--- src/design/gwd_pkg.sv ---
`timescale 1ns / 1ps
// ----------------------------------------------------------------------------
// gwd_pkg: shared types and constants for the GPS week to date converter
// Holds widths, epoch constants, the sequencer states and the month table.
// ----------------------------------------------------------------------------
package gwd_pkg;

    // Week bits taken from the input field
    localparam int WEEK_BITS   = 13;
    localparam int WEEK_IN_W   = 13;
    // Day count: week * 7 + up to 49 days + 6 fits in three more bits
    localparam int DAY_W       = WEEK_BITS + 3;
    localparam int ALU_W       = 32;
    localparam int QUO_W       = 6;

    localparam logic [ALU_W-1:0] MS_PER_DAY        = 32'd86400000;
    localparam logic [DAY_W-1:0] EPOCH_DAY_OF_YEAR = DAY_W'(6);
    localparam logic [11:0]      EPOCH_YEAR        = 12'd1980;
    // 1980 modulo 4, 100 and 400
    localparam logic [1:0]       EPOCH_MOD4        = 2'd0;
    localparam logic [6:0]       EPOCH_MOD100      = 7'd80;
    localparam logic [8:0]       EPOCH_MOD400      = 9'd380;

    localparam logic [8:0]       DAYS_YEAR         = 9'd365;
    localparam logic [8:0]       DAYS_LEAP_YEAR    = 9'd366;
    localparam logic [3:0]       MONTH_JAN         = 4'd1;
    localparam logic [3:0]       MONTH_FEB         = 4'd2;
    localparam logic [3:0]       MONTH_DEC         = 4'd12;

    typedef enum logic [2:0] {
        ST_IDLE,
        ST_DIV,
        ST_YEAR,
        ST_MONTH,
        ST_DONE
    } t_state;

    // Year tracker control
    typedef struct packed {
        logic clear;
        logic step;
    } t_year_ctl;

    // Shared subtractor flags
    typedef struct packed {
        logic ge;
        logic gt;
    } t_cmp;

    // Length of a month, 1 is January
    function automatic logic [4:0] month_days(input logic [3:0] month, input logic leap);
        logic [4:0] len;
        begin
            case (month) inside
                MONTH_FEB:                   len = leap ? 5'd29 : 5'd28;
                4'd4, 4'd6, 4'd9, 4'd11:     len = 5'd30;
                default:                     len = 5'd31;
            endcase
            return len;
        end
    endfunction

endpackage

--- src/design/gps_week_offset_to_calendar_date_core.sv ---
`timescale 1ns / 1ps
// ----------------------------------------------------------------------------
// gps_week_offset_to_calendar_date_core: GPS week + ms offset to calendar date
// Sequencer around one shared subtractor; turns week and offset into date.
// ----------------------------------------------------------------------------
// One item is handled at a time, all work running through a single 32-bit
// subtract/compare unit. The offset is divided by the day length by repeated
// subtraction (one whole day per step, up to 49 days), then whole years are
// stepped off from 1980 one at a time, then whole months up to December, and
// the date is handed to the output register.
// s_axis_tready is high only while the block is idle; the result sits in an
// output register, so a new item may be taken while it waits to be read.
// ----------------------------------------------------------------------------
module gps_week_offset_to_calendar_date_core (
    input  logic        i_clk,
    input  logic        i_rst_n,
    input  logic        s_axis_tvalid,
    output logic        s_axis_tready,
    input  logic [47:0] s_axis_tdata,  // [12:0] gps_week, [44:13] offset_ms, [47:45] zero
    output logic        m_axis_tvalid,
    input  logic        m_axis_tready,
    output logic [47:0] m_axis_tdata   // [4:0] day_of_month, [8:5] month,
                                       // [20:9] year, [47:21] ms_of_day
);
    import gwd_pkg::*;

    t_state             r_state, n_state;
    logic [ALU_W-1:0]   r_rem, n_rem;
    logic [QUO_W-1:0]   r_quo, n_quo;
    logic [WEEK_BITS-1:0] r_week, n_week;
    logic [DAY_W-1:0]   r_day, n_day;
    logic [3:0]         r_month, n_month;

    logic               r_out_valid, n_out_valid;
    logic [47:0]        r_out_data, n_out_data;

    logic [ALU_W-1:0]   w_alu_a, w_alu_b, w_diff;
    t_cmp               w_cmp;
    t_year_ctl          w_year_ctl;
    logic [11:0]        w_year;
    logic               w_leap;
    logic               w_in_acc, w_out_free;
    logic [WEEK_IN_W-1:0] w_in_week;

    assign w_in_week  = s_axis_tdata[WEEK_IN_W-1:0];
    assign w_in_acc   = s_axis_tvalid && s_axis_tready;
    assign w_out_free = !r_out_valid || m_axis_tready;

    // Shared unit operand select
    always_comb begin
        w_alu_a = ALU_W'(r_day);
        w_alu_b = '0;
        case (r_state)
            ST_DIV: begin
                w_alu_a = r_rem;
                w_alu_b = MS_PER_DAY;
            end
            ST_YEAR:  w_alu_b = ALU_W'(w_leap ? DAYS_LEAP_YEAR : DAYS_YEAR);
            ST_MONTH: w_alu_b = ALU_W'(month_days(r_month, w_leap));
            default:  w_alu_b = '0;
        endcase
    end

    gwd_alu u_alu (
        .i_a    (w_alu_a),
        .i_b    (w_alu_b),
        .o_diff (w_diff),
        .o_cmp  (w_cmp)
    );

    gwd_year u_year (
        .i_clk  (i_clk),
        .i_ctl  (w_year_ctl),
        .o_year (w_year),
        .o_leap (w_leap)
    );

    // Next state
    always_comb begin
        n_state = r_state;
        case (r_state)
            ST_IDLE:  if (s_axis_tvalid) n_state = ST_DIV;
            ST_DIV:   if (!w_cmp.ge) n_state = ST_YEAR;
            ST_YEAR:  if (!w_cmp.gt) n_state = ST_MONTH;
            ST_MONTH: if (!(r_month < MONTH_DEC && w_cmp.gt)) n_state = ST_DONE;
            ST_DONE:  if (w_out_free) n_state = ST_IDLE;
            default:  n_state = ST_IDLE;
        endcase
    end

    // Datapath and outputs
    always_comb begin
        s_axis_tready    = (r_state == ST_IDLE);
        n_rem            = r_rem;
        n_quo            = r_quo;
        n_week           = r_week;
        n_day            = r_day;
        n_month          = r_month;
        n_out_valid      = r_out_valid && !m_axis_tready;
        n_out_data       = r_out_data;
        w_year_ctl.clear = 1'b0;
        w_year_ctl.step  = 1'b0;
        case (r_state)
            ST_IDLE: begin
                if (w_in_acc) begin
                    n_rem            = s_axis_tdata[44:13];
                    n_quo            = '0;
                    n_week           = w_in_week[WEEK_BITS-1:0];
                    w_year_ctl.clear = 1'b1;
                end
            end
            ST_DIV: begin
                // Whole days out of the offset
                if (w_cmp.ge) begin
                    n_rem = w_diff;
                    n_quo = r_quo + QUO_W'(1);
                end else begin
                    // week * 7 + days + 6 gives the day number counted from 1 January 1980 (1 is 1 January)
                    n_day = {r_week, 3'b000} - DAY_W'(r_week) + DAY_W'(r_quo)
                            + EPOCH_DAY_OF_YEAR;
                end
            end
            ST_YEAR: begin
                if (w_cmp.gt) begin
                    n_day           = w_diff[DAY_W-1:0];
                    w_year_ctl.step = 1'b1;
                end else begin
                    n_month = MONTH_JAN;
                end
            end
            ST_MONTH: begin
                if (r_month < MONTH_DEC && w_cmp.gt) begin
                    n_day   = w_diff[DAY_W-1:0];
                    n_month = r_month + 4'd1;
                end
            end
            ST_DONE: begin
                if (w_out_free) begin
                    n_out_valid = 1'b1;
                    n_out_data  = {r_rem[26:0], w_year, r_month, r_day[4:0]};
                end
            end
            default: ;
        endcase
    end

    // Control registers
    always_ff @(posedge i_clk) begin
        if (!i_rst_n) begin
            r_state     <= ST_IDLE;
            r_out_valid <= 1'b0;
        end else begin
            r_state     <= n_state;
            r_out_valid <= n_out_valid;
        end
    end

    // Payload registers
    always_ff @(posedge i_clk) begin
        r_rem      <= n_rem;
        r_quo      <= n_quo;
        r_week     <= n_week;
        r_day      <= n_day;
        r_month    <= n_month;
        r_out_data <= n_out_data;
    end

    assign m_axis_tvalid = r_out_valid;
    assign m_axis_tdata  = r_out_data;

endmodule

--- src/design/gwd_alu.sv ---
`timescale 1ns / 1ps
// ----------------------------------------------------------------------------
// gwd_alu: shared subtract and compare unit
// One 32-bit subtractor; gives a - b and the a >= b / a > b flags.
// ----------------------------------------------------------------------------
module gwd_alu (
    input  logic [gwd_pkg::ALU_W-1:0] i_a,
    input  logic [gwd_pkg::ALU_W-1:0] i_b,
    output logic [gwd_pkg::ALU_W-1:0] o_diff,
    output gwd_pkg::t_cmp             o_cmp
);
    import gwd_pkg::*;

    logic [ALU_W:0] w_full;

    // Borrow out of the top bit means a < b
    assign w_full     = {1'b0, i_a} - {1'b0, i_b};
    assign o_diff     = w_full[ALU_W-1:0];
    assign o_cmp.ge   = ~w_full[ALU_W];
    assign o_cmp.gt   = ~w_full[ALU_W] && (w_full[ALU_W-1:0] != '0);

endmodule

--- src/design/gwd_year.sv ---
`timescale 1ns / 1ps
// ----------------------------------------------------------------------------
// gwd_year: year counter with Gregorian leap flag
// Tracks the year and its residues mod 4, 100 and 400 so no divider is needed.
// ----------------------------------------------------------------------------
module gwd_year (
    input  logic               i_clk,
    input  gwd_pkg::t_year_ctl i_ctl,
    output logic [11:0]        o_year,
    output logic               o_leap
);
    import gwd_pkg::*;

    logic [11:0] r_year;
    logic [1:0]  r_mod4;
    logic [6:0]  r_mod100;
    logic [8:0]  r_mod400;

    // Load epoch year or step one year forward
    always_ff @(posedge i_clk) begin
        if (i_ctl.clear) begin
            r_year   <= EPOCH_YEAR;
            r_mod4   <= EPOCH_MOD4;
            r_mod100 <= EPOCH_MOD100;
            r_mod400 <= EPOCH_MOD400;
        end else if (i_ctl.step) begin
            r_year   <= r_year + 12'd1;
            r_mod4   <= r_mod4 + 2'd1;
            r_mod100 <= (r_mod100 == 7'd99)  ? 7'd0 : r_mod100 + 7'd1;
            r_mod400 <= (r_mod400 == 9'd399) ? 9'd0 : r_mod400 + 9'd1;
        end
    end

    assign o_year = r_year;
    assign o_leap = (r_mod4 == 2'd0) && ((r_mod100 != 7'd0) || (r_mod400 == 9'd0));

endmodule
--- config.mk ---
export PLATFORM = sky130hd
export DESIGN_NAME = gps_week_offset_to_calendar_date_core
export DESIGN_NICKNAME = d
export VERILOG_FILES = /design/src/design/gwd_pkg.sv /design/src/design/gps_week_offset_to_calendar_date_core.sv /design/src/design/gwd_alu.sv /design/src/design/gwd_year.sv
export SDC_FILE = /design/constraint.sdc
export NUM_CORES = 1
export LEC_CHECK = 0
export BUFFER_PORTS_ARGS = -buffer_cell sky130_fd_sc_hd__buf_2
export CORE_ASPECT_RATIO = 0.9
export CORE_MARGIN = 8
export CORE_UTILIZATION = 55
export CTS_CLUSTER_SIZE = 40
export DETAILED_ROUTE_END_ITERATION = 16
export PLACE_DENSITY_LB_ADDON = 0.1
export RECOVER_POWER = 100
export SLEW_MARGIN = 15
export SYNTH_ARGS = -nofsm -noshare
export SYNTH_HDL_FRONTEND = slang
export SYNTH_HIERARCHICAL = 1
export SYNTH_SLANG_ARGS = --single-unit
--- constraint.sdc ---
create_clock -name i_clk -period 6.9 [get_ports i_clk]
set_input_delay 0.69 -clock i_clk [delete_from_list [all_inputs] [get_ports i_clk]]
set_output_delay 0.69 -clock i_clk [all_outputs]
set_load 0.02 [all_outputs]
==> impl_summary.txt, run 1 <==
----------------------------------------------------
[Synthesis]
  Parity-gate share of the synthesized area counting xor and xnor cells ... 4.608%
  Most frequent cell after synthesis ... sky130_fd_sc_hd__nand2_1
  Fraction of synthesis flops using an asynchronous set or reset pin ... 0%
  Cells taking the most area after synthesis ... sky130_fd_sc_hd__edfxtp_1 37%, sky130_fd_sc_hd__ha_1 8.6%, sky130_fd_sc_hd__nand2_1 7.8%, sky130_fd_sc_hd__dfxtp_1 7.0%, sky130_fd_sc_hd__inv_1 3.5%
  Synthesized cell area ... 9694 um2
  Number of distinct library cell variants in the gate-level netlist after synthesis ... between 80 and 90
  Average footprint of a synthesized cell ... 9.357 um2
  Number of register bits inferred by synthesis ... 153
  Largest family of logic cells by synthesized area ... simple AND/OR/NAND/NOR gates
  Top-area cell type share of the netlist area ... 36.86%
  Count of warnings emitted by yosys ... 6
  EDFF count, synth ... roughly 120
  Commonest cells in the synthesized netlist ... 201 x sky130_fd_sc_hd__nand2_1, 119 x sky130_fd_sc_hd__edfxtp_1, 90 x sky130_fd_sc_hd__inv_1
  Dominant synthesized flop cell ... sky130_fd_sc_hd__edfxtp_1
  Synth area leader ... sky130_fd_sc_hd__edfxtp_1
  Adder-cell share of the synthesized area ... 9.680%
  Number of standard cells after synthesis ... 1036
  Multiplexer share of the synthesized area ... between 1 and 1.5%
  Portion of the post-synthesis area used by sequential elements ... 43.88%
  Complex-gate fraction of the synthesized area ... between 10% and 20%
  Simple-gate share of the synthesized area ... 20.69%

[Route]
  Final routed DRC violation total ... 0
  DR iter-0 viols ... 522
  Number of detailed-routing iterations run before antenna repair ... 4
  Remaining antenna violation count after routing ... 0
  Final wirelength ... around 23 mm
  WL/cell ... 16.24 um
  Total number of vias ... 7604
  Via-per-instance ratio ... 5.467

[Floorplanning]
  I/O pin count ... 102
  Die area ... 22140 um2
  Floorplan core area ... 17440 um2
  DIE HEIGHT ... 142.0 um
  Row count ... 46
  Starting density of the core ... 55.59%
  Die Span X ... 155.9 um

[Critical path]
  Worst endpoint data arrival time ... 6.60 ns
  Kind of cell adding the most delay to the critical path ... simple AND/OR/NAND/NOR gates
  Worst Setup Path Type ... flop to flop
  Capture point of the critical path ... u_year/o_year[11]
  Startpoint types ... flop
  Start of the worst register-to-register path ... r_state[2]
  CP Data Required Time ... 7.21 ns
  Cell with the most instances on the worst path ... sky130_fd_sc_hd__nand2_1
  Number of gates on the worst path with buffers counted ... 20
  Depth of the worst register-to-register path ... 20
  Crit end category ... flop
  Crit path max fanout ... 53
  Endpoint of the worst register-to-register path ... u_year/o_year[11]
  Crit path launch ... r_state[2]
  Count of buffer and inverter cells on the critical path ... 1
  Worst reg-to-reg setup slack ... 0.62 ns
  Largest incremental delay on the critical path ... 0.62 ns
  Crit-path slowest cell ... sky130_fd_sc_hd__nor2_2
  Cells along the critical path ... nor2_2, nand2_2, buf_4, nand2_1, nand2_1, ha_1, nor2b_1, o31a_1, o2111ai_1, nand3_1, a21oi_1, o21ai_0, a2111oi_0, a211o_1, or4_1, and2_0, and2_1, nand4_1, nor4_2, mux2_2

[Clock tree]
  Library cell used as clock root buffer ... sky130_fd_sc_hd__clkbuf_16
  Clock-pin slew on the worst setup and hold paths ... ~0.07 ns
  TritonCTS clock tree ... built
  Cts bufs inserted ... 17
  H-Tree Level Count ... 4
  Number of clock sinks ... 153
  Cts repair resizes ... 0
  Clock latency of the later-clocked register in the worst-skew pair ... 0.43 ns
  # hold bufs at CTS ... 0
  Number of buffers between clock root and the deepest sink ... 2
  Setup fix buffers added after clock tree synthesis ... 0

[Power]
  VDD IR-drop max ... roughly 210 uV
  Reported leakage power ... 4.516 nW
  PwrDens ... 286.1 nW/um2

[Layout]
  Antenna fix cells ... 0
  Total of fill cells in the finished design ... about 1.5k
  Area growth from synthesis to final layout ... 12.03%
  Ratio of cells with drive above 1 in the final layout ... 9.557%
  Final net count ... around 1.3k

[STA]
  Setup repair after global routing missed its margin ... false
  Top achievable clock speed ... 159.2 MHz
  Final setup viols ... 0
  Fin. max-slew vios ... 57
  Final Hold Slack ... around 0.43 ns
  Setup TNS ... 0 ns
  Slew @ Worst Pin ... 1.746 ns
  Final period utilization ... 91.05%
  Headroom to the max-slew limit ... -16.40%
  Setup clock skew after layout ... roughly 0.012 ns
  Shortest period the worst path allows ... 6.282 ns
  Hold Violations, Final ... 0

[Outcome]
  Result of the run ... finished with violations
  Failing checks ... capacitance limit, slew limit

[Min path]
  Min-delay worst type ... input pin to flop

[Flow run]
  Number of max-cap violations ... 2

[GRT]
  Maximum number of pins on one net before global-route repair ... between 50 and 60
  Overflow after GRT ... 0
  All-layer global routing usage ... approximately a fifth
  Vias in the first global route ... 7245
  First-pass GRT wire length ... around 37 mm
  Initial antenna violation count ... 0

[Place]
  Number of input and output port buffers inserted ... 98
  HPWL reported at the end of detailed placement ... 16.34 mm
  Final estimated routing congestion in global placement ... 0.8797

----------------------------------------------------
==> state kept, by name, summed over array words and instances, names as in the netlist, 6 cells and up <==
signal,flops
u_year/r_mod400,9
r_week,13
r_rem,32
u_year/o_year,12
r_day,16
u_year/r_mod100,7
r_quo,6
m_axis_tdata,48
==> worst register-to-register path, cell delays in order, from the launching register on <==
cell                        delay, ns
sky130_fd_sc_hd__dfxtp_1         0.39
sky130_fd_sc_hd__nor2_2          0.62
sky130_fd_sc_hd__nand2_2         0.11
sky130_fd_sc_hd__buf_4           0.35
sky130_fd_sc_hd__nand2_1         0.15
sky130_fd_sc_hd__nand2_1         0.09
sky130_fd_sc_hd__ha_1            0.29
sky130_fd_sc_hd__nor2b_1         0.15
sky130_fd_sc_hd__o31a_1          0.32
sky130_fd_sc_hd__o2111ai_1       0.28
sky130_fd_sc_hd__nand3_1         0.19
sky130_fd_sc_hd__a21oi_1         0.34
sky130_fd_sc_hd__o21ai_0         0.20
sky130_fd_sc_hd__a2111oi_0       0.48
sky130_fd_sc_hd__a211o_1         0.19
sky130_fd_sc_hd__or4_1           0.15
sky130_fd_sc_hd__and2_0          0.20
sky130_fd_sc_hd__and2_1          0.59
sky130_fd_sc_hd__nand4_1         0.40
sky130_fd_sc_hd__nor4_2          0.34
sky130_fd_sc_hd__mux2_2          0.36
==> per-layer routing <==
layer	track usage [%]	wire length, um	vias up
li1	-	-	3841
met1	28.86	10930	3567
met2	33.39	10360	180
met3	4.341	1105	16
met4	4.031	197	0
met5	0	0	-
==> metrics by stage <==
| step | util (%) | setup slack [ns] | instances | area [um2] | power, mW |
|---|---|---|---|---|---|
| floorplan | - | 1.880 | 1050 | 9747 | 1.942 |
| CTS | 63.09 | 0.7897 | 1391 | 11000 | 3.141 |
| finish | 62.28 | 0.6176 | 1391 | 10860 | 3.108 |
| global placement | 59.74 | 0.8509 | 1359 | 10420 | 2.178 |
| detailed placement | 59.74 | 0.8200 | 1359 | 10420 | 2.193 |
| global route | 62.28 | 0.1896 | 1391 | 10860 | 3.292 |
==> power by group <==
group,switching (mW),internal [mW]
clock,0.387,0.546
sequential,0.0381,1.10
combinational,0.658,0.375
==> placed cells by master (no fill, tap or decap), types with 25 or more instances in the layout <==
cell and n:
sky130_fd_sc_hd__nand2_1 200, sky130_fd_sc_hd__inv_1 91, sky130_fd_sc_hd__o21ai_0 43, sky130_fd_sc_hd__nor2_1 70, sky130_fd_sc_hd__ha_1 67, sky130_fd_sc_hd__clkbuf_1 54, sky130_fd_sc_hd__edfxtp_1 119, sky130_fd_sc_hd__dfxtp_1 34
sky130_fd_sc_hd__xnor2_1 30, sky130_fd_sc_hd__a21oi_1 57, sky130_fd_sc_hd__buf_2 48, sky130_fd_sc_hd__and3_1 25
==> how the worst min path moves through the flow <==
stage                     start          endpoint  slack (ns)  cells after the start
2_1_floorplan         r_rem[16]  m_axis_tdata[37]        0.42                      0
3_3_place_gp           r_rem[3]  m_axis_tdata[24]        0.43                      0
3_5_place_dp          r_rem[20]  m_axis_tdata[41]        0.43                      0
4_1_cts         s_axis_tdata[0]         r_week[0]        0.42                      1
5_1_grt        s_axis_tdata[12]        r_week[12]        0.41                      1
6_report        s_axis_tdata[2]         r_week[2]        0.43                      1
==> cell families after synthesis <==
kind of cell / count (synthesis)
other: 1
muxes: 10
adders and majority gates: 72
AOI/OAI and AO/OA: 203
buffers and inverters: 130
DFF: 153
xor gates and xnor gates: 51
and+or+nand+nor: 416
==> layout make-up <==
class,instances,area [um2],share of cell area (%)
well taps,240,300.3,2.765
multi-input cells,767,4890,45.02
flip-flops and latches,153,4254,39.17
clock inverters,13,142.6,1.313
inverters,91,341.6,3.145
repair buffers,108,489.2,4.505
clock buffers,19,442.9,4.078
Power figures use the tool's default switching activity.
==> inputs of run 2 (changes only) <==
CORE_UTILIZATION = 45   (was 55)
==> run 2 against run 1 <==
Net effect: the flow still finishes with violations (capacitance limit, slew limit); clock skew fell by 0.0023 ns; register-to-register slack improved by 0.19 ns; hold slack worse by 0.0058 ns; non-clock buffer count unchanged; critical path depth increased by 1; critical path type unchanged; largest power group unchanged.
==> impl_summary.txt, run 2 (same netlist as run 1, synthesis figures left out) <==
----------------------------------------------------
[Outcome]
  Result of the run ... finished with violations
  Failing checks ... capacitance limit, slew limit

[Power]
  Int Pwr ... 2.027 mW (+0.14%)
  Total net switching power ... 1.112 mW (+2.7%)
  Share of power burned in the clock network ... 31.1% (+1.1 points)
  Reported leakage power ... 4.531 nW (+0.31%)
  PwrDens ... 287.0 nW/um2 (+0.29%)
  Total Power Consumption ... 3.139 mW (+1.0%)
  Comb power frac ... 32.6% (-0.6 points)
  VDD IR-drop max ... 157.1 uV (-25%)
  Part of the total power dissipated in sequential elements ... 36.3% (-0.4 points)
  Switching Share ... 35.42% (+0.57 points)

[Critical path]
  Crit end category ... flop
  Worst Setup Path Type ... flop to flop
  Start of the worst register-to-register path ... r_state[2]
  Crit path max fanout ... 35 (-34%)
  Cell with the most instances on the worst path ... sky130_fd_sc_hd__nand2_1
  Crit path launch ... r_state[2]
  Endpoint of the worst register-to-register path ... u_year/o_year[10]
  Worst endpoint data arrival time ... 6.45 ns (-0.15 ns)
  Worst reg-to-reg setup slack ... 0.81 ns (+0.19 ns)
  Number of gates on the worst path with buffers counted ... 21 (+5.0%)
  Kind of cell adding the most delay to the critical path ... simple AND/OR/NAND/NOR gates
  Crit-path slowest cell ... sky130_fd_sc_hd__nor2_2
  Capture point of the critical path ... u_year/o_year[10]
  CP Data Required Time ... 7.26 ns (+0.05 ns)
  Largest incremental delay on the critical path ... 0.59 ns (-0.03 ns)
  Depth of the worst register-to-register path ... 21 (+5.0%)
  Count of buffer and inverter cells on the critical path ... 2 (+1)
  Cells along the critical path ... nor2_2, nand2_1, inv_1, buf_4, nand2_1, nand2_1, ha_1, nor2b_1, o31a_1, o2111ai_1, nand3_1, a21oi_1, o21ai_1, a2111oi_0, a211o_1, or4_1, and2_1, and2_1, nand4_1, or4_1, nand3_1
  Startpoint types ... flop

[Layout]
  Flip-flop count of the largest register after layout ... 48 (unchanged)
  Area growth from synthesis to final layout ... 12.85%
  Core occupancy in the finished layout ... 51.18% (-11 points)
  Total of fill cells in the finished design ... 2025 (+31%)
  Antenna fix cells ... 0 (unchanged)
  Final design area excluding fillers ... 10940 um2 (+0.74%)
  Final net count ... 1262 (unchanged)
  Most common cell after layout, fill and taps aside ... sky130_fd_sc_hd__nand2_1
  Highest-count cells in the layout ignoring fill and taps ... 201 x sky130_fd_sc_hd__nand2_1, 119 x sky130_fd_sc_hd__edfxtp_1, 91 x sky130_fd_sc_hd__inv_1
  Ratio of cells with drive above 1 in the final layout ... 9.818% (+0.26 points)

[STA]
  Hold Violations, Final ... 0 (unchanged)
  Setup repair after global routing missed its margin ... false
  Setup TNS ... 0 ns (unchanged)
  Slew @ Worst Pin ... 1.787 ns (+0.04135 ns)
  Final setup viols ... 0 (unchanged)
  Shortest period the worst path allows ... 6.094 ns (-0.1888 ns)
  Top achievable clock speed ... 164.1 MHz (+3.1%)
  Final period utilization ... 88.31% (-2.7 points)
  Fin. max-slew vios ... 63 (+11%)
  Setup clock skew after layout ... 0.009275 ns (-0.002330 ns)
  Headroom to the max-slew limit ... -19.15% (-2.8 points)

[Clock tree]
  Number of clock sinks ... 153 (unchanged)
  # hold bufs at CTS ... 0 (unchanged)
  Clock-pin slew on the worst setup and hold paths ... 0.07 ns (about the same)
  TritonCTS clock tree ... built
  Cts repair resizes ... 0 (unchanged)
  Clock latency of the later-clocked register in the worst-skew pair ... 0.43 ns (about the same)
  Setup fix buffers added after clock tree synthesis ... 0 (unchanged)
  Library cell used as clock root buffer ... sky130_fd_sc_hd__clkbuf_16
  Number of buffers between clock root and the deepest sink ... 2 (unchanged)
  H-Tree Level Count ... 4 (unchanged)
  Cts bufs inserted ... 17 (unchanged)

[GRT]
  Overflow after GRT ... 0 (unchanged)
  Maximum number of pins on one net before global-route repair ... 54 (unchanged)
  All-layer global routing usage ... 17.44% (-3.5 points)
  Vias in the first global route ... 7403 (+2.2%)
  First-pass GRT wire length ... 36.96 mm (-0.30%)
  Initial antenna violation count ... 0 (unchanged)

[Route]
  Final wirelength ... 22.61 mm (about the same)
  Final routed DRC violation total ... 0 (unchanged)
  Total number of vias ... 7564 (-0.53%)
  Via-per-instance ratio ... 5.245 (-4.0%)
  Number of detailed-routing iterations run before antenna repair ... 5 (+1)
  Remaining antenna violation count after routing ... 0 (unchanged)
  DR iter-0 viols ... 469 (-10%)
  WL/cell ... 15.68 um (-3.5%)

[Min path]
  Instance count along the most critical hold path ... 1 (unchanged)
  Min-delay worst type ... input pin to flop

[Floorplanning]
  Starting density of the core ... 45.35% (-10 points)
  Floorplan core area ... 21380 um2 (+23%)
  Die area ... 26500 um2 (+20%)
  DIE HEIGHT ... 155.2 um (+9.4%)
  Row count ... 51 (+11%)
  Die Span X ... 170.7 um (+9.5%)
  I/O pin count ... 102 (unchanged)

[Flow run]
  Number of max-cap violations ... 2 (unchanged)

[Place]
  Placed standard-cell area ... 10480 um2 (+0.61%)
  Number of input and output port buffers inserted ... 98 (unchanged)
  Final estimated routing congestion in global placement ... 0.8476 (-3.6%)
  HPWL reported at the end of detailed placement ... 16.40 mm (+0.37%)

----------------------------------------------------
[run 2: cell count changes in the layout (fill, tap and decap cells not counted), sizes merged]
cell,before,now
buf,54,53
clkbuf,73,72
clkinvlp,2,1
inv,95,98
[run 2: how the worst min path moves through the flow]
stage	start	to	slack, ns
floorplan	r_rem[16]	m_axis_tdata[37]	0.42
global placement	u_year/o_year[11]	m_axis_tdata[20]	0.43
detailed placement	r_rem[23]	m_axis_tdata[44]	0.43
CTS	s_axis_tdata[3]	r_week[3]	0.41
global route	s_axis_tdata[3]	r_week[3]	0.41
finish	s_axis_tdata[3]	r_week[3]	0.43
[run 2: area by class of cell]
type / instances / area (um2) / share of cell area (%)
flip-flops and latches: 153 / 4254 / 38.88
multi-input cells: 767 / 4885 / 44.65
inverters: 91 / 341.6 / 3.122
clock inverters: 15 / 183.9 / 1.681
clock buffers: 17 / 425.4 / 3.888
repair buffers: 108 / 486.7 / 4.449
well taps: 291 / 364.1 / 3.328
[run 2: power by group through the flow]
stage | Sequential (mW) | Combinational, mW | Clock [mW]
global route | 1.15 | 1.15 | 1.04
CTS | 1.14 | 1.04 | 1.00
floorplan | 1.15 | 0.796 | 0
global placement | 1.16 | 1.03 | 0
detailed placement | 1.16 | 1.03 | 0
finish | 1.14 | 1.02 | 0.976
[run 2: per-layer routing]
layer  vias to the layer above  routed length, um  GRT usage (%)
met1                      3573              11010          22.74
met5                         -                  0              0
met3                        21                940          3.647
met4                         0                294          4.841
met2                       132              10360          28.84
li1                       3838                  -              -
[run 2: worst reg2reg max path, stage by stage, from the launching register on]
cell and delay [ns]:
sky130_fd_sc_hd__dfxtp_1 0.39, sky130_fd_sc_hd__nor2_2 0.59, sky130_fd_sc_hd__nand2_1 0.16, sky130_fd_sc_hd__inv_1 0.16
sky130_fd_sc_hd__buf_4 0.37, sky130_fd_sc_hd__nand2_1 0.11, sky130_fd_sc_hd__nand2_1 0.10, sky130_fd_sc_hd__ha_1 0.23
sky130_fd_sc_hd__nor2b_1 0.14, sky130_fd_sc_hd__o31a_1 0.33, sky130_fd_sc_hd__o2111ai_1 0.26, sky130_fd_sc_hd__nand3_1 0.17
sky130_fd_sc_hd__a21oi_1 0.33, sky130_fd_sc_hd__o21ai_1 0.16, sky130_fd_sc_hd__a2111oi_0 0.46, sky130_fd_sc_hd__a211o_1 0.19
sky130_fd_sc_hd__or4_1 0.12, sky130_fd_sc_hd__and2_1 0.18, sky130_fd_sc_hd__and2_1 0.49, sky130_fd_sc_hd__nand4_1 0.39
sky130_fd_sc_hd__or4_1 0.59, sky130_fd_sc_hd__nand3_1 0.09
[run 2: through the flow]
step / hold slack, ns / worst slack (ns) / instances
after floorplan: 0.4180 / 1.880 / 1050
after CTS: 0.4110 / 0.8787 / 1442
after global placement: 0.4313 / 0.9958 / 1410
after global routing: 0.4072 / 0.2037 / 1442
final: 0.4268 / 0.8064 / 1442
after detailed placement: 0.4335 / 0.9374 / 1410
